==> config.mk <==
export PLATFORM = sky130hd
export DESIGN_NAME = edtc_window
export DESIGN_NICKNAME = d
export VERILOG_FILES = /design/src/sv/edtc_pkg.sv /design/src/sv/edtc_window.sv
export SDC_FILE = /design/constraint.sdc
export NUM_CORES = 2
export LEC_CHECK = 0
export BUFFER_PORTS_ARGS = -buffer_cell sky130_fd_sc_hd__buf_2
export CAP_MARGIN = 20
export CORE_ASPECT_RATIO = 1.5
export CORE_UTILIZATION = 50
export CTS_BUF_LIST = sky130_fd_sc_hd__clkbuf_8
export DETAILED_ROUTE_END_ITERATION = 12
export GPL_TIMING_DRIVEN = 0
export PLACE_DENSITY = 0.65
export SYNTH_ARGS = -nofsm -noshare
export SYNTH_HDL_FRONTEND = slang
export SYNTH_SLANG_ARGS = --single-unit
==> constraint.sdc <==
create_clock -name clk -period 26.3 [get_ports clk]
set_clock_uncertainty 0.1 [all_clocks]
set_input_delay 1.315 -clock clk [delete_from_list [all_inputs] [get_ports clk]]
set_output_delay 1.315 -clock clk [all_outputs]
set_load 0.1 [all_outputs]
==> src/sv/edtc_pkg.sv <==
// Package for the event duplicate track check.
// Holds the track record, status structs, state encodings and register constants.
// Depends on nothing; the window, scan and top-level files import it.
`timescale 1ns / 1ps
`default_nettype none

package edtc_pkg;

  // One stored particle, compared field by field.
  typedef struct packed {
    logic [31:0] x;
    logic [31:0] y;
    logic [31:0] z;
    logic [15:0] sp;
  } track_t;

  // Window test result, valid in the cycle done is high.
  typedef struct packed {
    logic done;
    logic pass;
  } win_result_t;

  // Store scan status: one match strobe per equal entry, done at the end.
  typedef struct packed {
    logic done;
    logic match;
  } scan_status_t;

  typedef enum logic [2:0] {
    W_IDLE,
    W_SQX,
    W_SQY,
    W_SQZ,
    W_LO,
    W_HI,
    W_SUM,
    W_CMP
  } win_state_t;

  typedef enum logic [2:0] {
    S_IDLE,
    S_WIN,
    S_SCAN,
    S_STORE,
    S_FINISH
  } ctrl_state_t;

  localparam int CFG_INDEX_W = 1;
  localparam int CFG_DATA_W  = 32;

  localparam logic [CFG_INDEX_W-1:0] REG_WINDOW_FACTOR = 1'b0;
  localparam logic [CFG_INDEX_W-1:0] REG_BAD_THRESHOLD = 1'b1;

  localparam logic [31:0] WINDOW_FACTOR_RESET = 32'd90513;
  localparam logic [15:0] BAD_THRESHOLD_RESET = 16'd2;

  // Species magnitudes that are always rejected.
  localparam logic [15:0] SPECIES_PI0   = 16'd111;
  localparam logic [15:0] SPECIES_KSTAR = 16'd313;

  localparam logic [15:0] TALLY_MAX = 16'hFFFF;

endpackage : edtc_pkg

`default_nettype wire

==> src/sv/edtc_window.sv <==
// Pseudorapidity window test: pz^2 * 2^16 <= window_factor * (px^2 + py^2), exact.
// One shared 32x32 multiplier stepped by a small sequencer. Uses edtc_pkg.
`timescale 1ns / 1ps
`default_nettype none

module edtc_window
  import edtc_pkg::*;
(
  input  wire logic        clk,
  input  wire logic        rst,
  input  wire logic        start,
  input  wire track_t      track,
  input  wire logic [31:0] window_factor,
  output win_result_t      res
);

  win_state_t  state, state_next;

  logic [31:0] ax, ay, az;
  logic [31:0] mul_a, mul_b;
  logic [63:0] mul_p;
  logic [63:0] prod;
  logic [63:0] acc;
  logic [63:0] pt2;
  logic [63:0] pz2;
  logic [95:0] rhs;
  logic [95:0] lhs;

  function automatic logic [31:0] mag32(input logic [31:0] v);
    mag32 = v[31] ? 32'(~v + 32'd1) : v;
  endfunction

  always_ff @(posedge clk) begin
    if (rst) begin
      state <= W_IDLE;
    end else begin
      state <= state_next;
    end
  end

  always_comb begin
    state_next = state;
    mul_a      = window_factor;
    mul_b      = pt2[31:0];
    unique case (state)
      W_IDLE: begin
        if (start) state_next = W_SQX;
      end
      W_SQX: begin
        mul_a      = ax;
        mul_b      = ax;
        state_next = W_SQY;
      end
      W_SQY: begin
        mul_a      = ay;
        mul_b      = ay;
        state_next = W_SQZ;
      end
      W_SQZ: begin
        mul_a      = az;
        mul_b      = az;
        state_next = W_LO;
      end
      W_LO: begin
        mul_b      = pt2[31:0];
        state_next = W_HI;
      end
      W_HI: begin
        mul_b      = pt2[63:32];
        state_next = W_SUM;
      end
      W_SUM: begin
        state_next = W_CMP;
      end
      W_CMP: begin
        state_next = W_IDLE;
      end
      default: state_next = W_IDLE;
    endcase
  end

  assign mul_p = 64'(mul_a) * 64'(mul_b);

  // Datapath: each step registers the product before it is used.
  always_ff @(posedge clk) begin
    prod <= mul_p;
    unique case (state)
      W_IDLE: begin
        if (start) begin
          ax <= mag32(track.x);
          ay <= mag32(track.y);
          az <= mag32(track.z);
        end
      end
      W_SQY:  acc <= prod;
      W_SQZ:  pt2 <= acc + prod;
      W_LO:   pz2 <= prod;
      W_HI:   acc <= prod;
      W_SUM:  rhs <= {prod, 32'd0} + {32'd0, acc};
      default: begin
      end
    endcase
  end

  assign lhs      = {16'd0, pz2, 16'd0};
  assign res.done = (state == W_CMP);
  // Zero transverse momentum is rejected whatever pz is.
  assign res.pass = (pt2 != 64'd0) && (lhs <= rhs);

endmodule : edtc_window

`default_nettype wire

# [Yosys cells after proc, flatten, opt, wreduce, memory -nomap -nowiden]
# Index checks and enable logic that the tools add are counted.
[classes] add_sub_neg=5 multipliers=1 order_cmp=1 n_eq_ne=8 muxes=7 bitwise_logic=3 n_reduce_logical=5
[op_table] cell="32-bit one-hot mux with 4 select lines" n=1
[op_table] cell="32-bit by 1-bit adder with 32-bit output, second input constant" n=3
[op_table] cell="96-bit by 64-bit adder with 96-bit output" n=1
[op_table] cell="80-bit by 96-bit less-or-equal comparator with 1-bit output" n=1
[op_table] cell="32-bit NOT" n=3
[op_table] cell="32-bit one-hot mux with 3 select lines" n=1
[op_table] cell="31-bit 2-to-1 mux" n=3
[op_table] cell="64-bit adder" n=1
[op_table] cell="32-bit by 32-bit multiplier with 64-bit output" n=1
[op_table] cell="64-bit nonzero test" n=1
[op_table] cell="3-bit one-hot mux with 8 select lines" n=1
[op_table] cell="3-bit equality test, second input constant" n=4
[op_table] cell="3-bit by 2-bit equality test with 1-bit output, second input constant" n=2
[op_table] cell="3-bit by 1-bit equality test with 1-bit output, second input constant" n=1
[op_table] cell="3-bit logical NOT" n=1
[op_table] cell="3-bit 2-to-1 mux" n=1
[op_table] cell="2-bit inequality test, second input constant" n=1
[op_table] cell="2-bit AND reduction" n=1
[op_table] cell="2-bit OR reduction" n=1
[op_table] cell="1-bit logical AND" n=1
[totals] regBits=451 word_cells=42

# [Longest topological paths before layout]
[depth] ltp_word=3 depth_mapped=38 mapped_depth_nobuf=33

# [Worst setup path after synthesis]
# No wires, ideal clock.
[synth_timing] path_kind="input -> register" from="in start" to="reg ax[0], enable pin" setup_ns=0.820 t_arrival_ns=10.985 t_required_ns=25.380 slack_ns=14.395 path_stages=1 cell_sequence="nor4b_1"
[synth_via] elab_chain_cells=1
[synth_rtl] item="start: declaration" line="edtc_window.sv:11" rtl="input wire logic start,"
[synth_rtl] item="2-bit AND reduction (no source line)"
[synth_rtl] item="end signal: assignment" line="edtc_window.sv:90" rtl="ax <= mag32(track.x);"
[synth_rtl] item="end: declaration" line="edtc_window.sv:19" rtl="logic [31:0] ax, ay, az;"
# Every way passes these cells.
# A chain may end at the register's enable or synchronous reset.

# [Worst setup path in the final report]
[layout_timing] from="reg state[0]" to="reg prod[63]"
[layout_via] elab_chain_cells=3 word_cells_on_any_way=7 classes_between="mul: 1; eq/ne: 4; mux: 2"
[layout_rtl] item="start: declaration" line="edtc_window.sv:17" rtl="win_state_t state, state_next;"
[layout_rtl] item="start signal: assignment" line="edtc_window.sv:37" rtl="state <= state_next;"
[layout_rtl] item="3-bit equality test (tied with other cells)" line="edtc_window.sv:45" rtl="unique case (state)"
[layout_rtl] item="32-bit one-hot mux with 4 select lines or 32-bit one-hot mux with 3 select lines (tied branches)" line="edtc_window.sv:45"
[layout_rtl] item="32-bit by 32-bit multiplier with 64-bit output *" line="edtc_window.sv:82" rtl="assign mul_p = 64'(mul_a) * 64'(mul_b);"
[layout_rtl] item="via mul_p[63]" line="edtc_window.sv:21" rtl="logic [63:0] mul_p;"
[layout_rtl] item="end signal: assignment" line="edtc_window.sv:86" rtl="prod <= mul_p;"
[layout_rtl] item="end: declaration" line="edtc_window.sv:22" rtl="logic [63:0] prod;"
# The timed path passes the listed nets; every way through them passes the cells marked *.

==> run_results.csv <==
group,metric,value,unit
clock_network,postCtsSetupBuffers,0,
global_routing,busiest_layer,"met2",
clock_network,htree_num_levels,3,
sta,finalCritPeriodShare,48.7,%
critical_path,cpMostUsedCell,"fa_1",
cells_and_area,layout.cells.non_filler,7650,
sta,setup_viol,0,
clock_network,clockBufferDepth,3,
synth,syn_avg_cell_area,9.58,sq um
global_routing,antenna_found_initial,13,
critical_path,cp_slowest_cell,"a21oi_1",
synth,ys_ff_latch,451,
detailed_routing,wl_per_cell,28.0,microns
global_routing,grtUsageTotal,38.3,%
global_routing,grt.overflow.total,0,
clock_network,clk_pin_slew,70,ps
sta,holdWs,354,ps
clock_network,clk_latency,710,ps
sta,maxSlewHeadroom,13.2,%
placed_design,place_inst,7508,
synth,synth_common_cells,"inv_1 (969), fa_1 (898), nor2_1 (741), nand2_1 (611), ha_1 (425)",
min_path,min_to,"rhs[2]$_DFFE_PP_",
synth,synth.distinct_cells,68,
cells_and_area,finalNetCount,7613,
critical_path,arrival,13310,ps
critical_path,cpPeakStageDelay,890,ps
sta,tns,0,ps
critical_path,reg2reg_depth,34,
critical_path,crit_type,"reg -> reg",
clock_network,postCtsHoldBufs,0,
detailed_routing,vias_per_cell,5.95,
min_path,min-delay-start,"acc[2]$_DFFE_PP_",
synth,syn_nets,7354,
detailed_routing,ant_nets,0,
detailed_routing,drt_wl_total,214000,microns
synth,syn_inst,5884,
die,fp.dieW,276,microns
critical_path,cp.required,26790,ps
synth,synth.largest_area_cell,"fa_1",
synth,synth_top_area_share,31.9,%
detailed_routing,drt_iter0_markers,4264,
synth,yosysMostFrequentCell,"inv_1",
synth,seq_area_frac_synth,22.8,%
cells_and_area,syn2layout_area_growth,8.37,%
sta,drv_slew,0,
critical_path,r2r_slack,13490,ps
detailed_routing,drc,0,
detailed_routing,vias,45515,
critical_path,path_max_fanout,10,
global_routing,use_met2,62.5,%
synth,yosys_warnings,0,
placed_design,place_congestion,1.12,
synth,synthTopCellsByArea,"fa_1 (32%), edfxtp_1 (20%), ha_1 (9.4%), inv_1 (6.5%), nor2_1 (4.9%)",
sta,worstMarginPinSlew,1300,ps
cells_and_area,drive_gt1_share,5.55,%
run,drv_cap,0,
sta,period_minus_slack,12810,ps
sta,grt_setup_unrepaired,"false",
global_routing,use_met1,41.3,%
cells_and_area,postLayoutCellArea,61100,sq um
die,core,112000,sq um
global_routing,grtUsageMet3,8.89,%
synth,synth-edff-count,384,
placed_design,dpl-instance-area,59500,sq um
min_path,hold_path_class,"reg -> reg",
detailed_routing,dr.pass1.iters,6,
global_routing,grt_pass1_wl,313000,microns
sta,max_freq,78.0,MHz
die,boundaryPins,149,
critical_path,cp-start-kind,"flop",
die,num_rows,150,
critical_path,end_kind,"flop",
die,die-area,114000,sq um
clock_network,cts_tree,"yes",
placed_design,hpwl,179000,microns
die,die_y,413,microns
clock_network,cts-root-buf,"clkbuf_8",
outcome,outcome,"complete, no violations",
critical_path,crit_family,"adder cells",
placed_design,io_buffer_count,132,
clock_network,numClockSinks,451,
die,start_util,50.5,%
synth,postSynth.asyncResetShare,0,%
sta,hold_violations,0,
critical_path,path_buf_inv,9,
global_routing,grt_max_degree,36,
critical_path,r2r_end,"prod[63]$_DFF_P_",
critical_path,r2r_start,"state[0]$_SDFFE_PP0P_",
min_path,hold_path_depth,0,
clock_network,numCtsBuffers,66,
global_routing,grt_pass1_vias,47696,
clock_network,cts_resized,0,
synth,netlist_area,56400,sq um
synth,yosys_most_used_dff,"edfxtp_1",
-- routing by layer --
| metal | part of all wire (%) | routed length, microns |
|---|---|---|
| met5 | 0.0065 | 14 |
| met4 | 11 | 24600 |
| met3 | 9.1 | 19400 |
| met2 | 46 | 99100 |
| met1 | 33 | 70900 |
-- layout by cell type (no fill, tap or decap), types with 16 or more instances in the layout --
master    netlist  layout
inv_1         969     985
fa_1          898     898
nor2_1        741     739
nand2_1       611     611
ha_1          425     425
edfxtp_1      384     384
clkbuf_1      255     255
a21oi_1       242     241
xnor2_1       202     202
o21ai_0       166     163
a21o_1        136     136
buf_2           0     133
clkbuf_8        0      78
xor2_1         69      69
dfxtp_1        67      67
nand4_1        63      63
nand3_1        57      57
mux2i_1        59      50
o21a_1         47      47
nand2b_1       44      44
nor4_1         38      38
nor3_1         35      34
a31oi_1        29      29
o31ai_1        28      28
and2_1         27      27
and3_1         27      27
mux2_2         23      23
or4_1          21      21
buf_1          18      19
buf_4           0      19
o21bai_1       17      17
buf_6           0      17
nor2b_1        16      16
-- logic make-up (layout without fill, tap and decap cells) --
family                   after synthesis  after routing  synth area share (%)
AO/OA/AOI/OAI                        788            788                  8.73
adder cells (fa/ha/maj)             1323           1323                  41.3
buffers and inverters               1245           1558                  8.29
flip-flops                           451            451                  22.8
multiplexers                          82             82                  1.51
other                                  0              9                     0
AND/OR/NAND/NOR                     1724           1724                  13.1
XOR/XNOR                             271            271                  4.21
-- how the worst max path moves through the flow --
stage                          startpoint                to  cells after the start
CTS                 state[0]$_SDFFE_PP0P_  prod[63]$_DFF_P_                     32
global route        state[0]$_SDFFE_PP0P_  prod[63]$_DFF_P_                     34
finish              state[0]$_SDFFE_PP0P_  prod[63]$_DFF_P_                     34
global placement                    start  ay[20]$_DFFE_PP_                      2
detailed placement  state[0]$_SDFFE_PP0P_  prod[63]$_DFF_P_                     32
floorplan                           start   ax[0]$_DFFE_PP_                      1
-- registers in the layout (all words and copies together) (netlist names) --
signal / cells
rhs: 96
acc: 64
prod: 64
pt2: 64
pz2: 64
ax: 32
ay: 32
az: 32
state: 3
-- through the flow --
stage | utilization (%) | setup slack [ps]
floorplan | - | 14400
global placement | 52.7 | 10460
detailed placement | 53.3 | 13840
CTS | 54.6 | 13730
global route | 54.7 | 12940
finish | 54.7 | 13490
-- final cells by class --
| class | instances | area [sq um] |
|---|---|---|
| Fill cell | 10111 | 50600 |
| Multi-Input combinational cell | 4188 | 38900 |
| Sequential cell | 451 | 12900 |
| Inverter | 971 | 3640 |
| Tap cell | 1444 | 1810 |
| Timing Repair Buffer | 191 | 1380 |
| Buffer | 274 | 1030 |
| Clock buffer | 74 | 1020 |
| Clock inverter | 48 | 399 |
| Antenna cell | 9 | 22.5 |
Power is not shown: default switching activity piles up to over one toggle a cycle in this logic, so the estimate is an artifact.
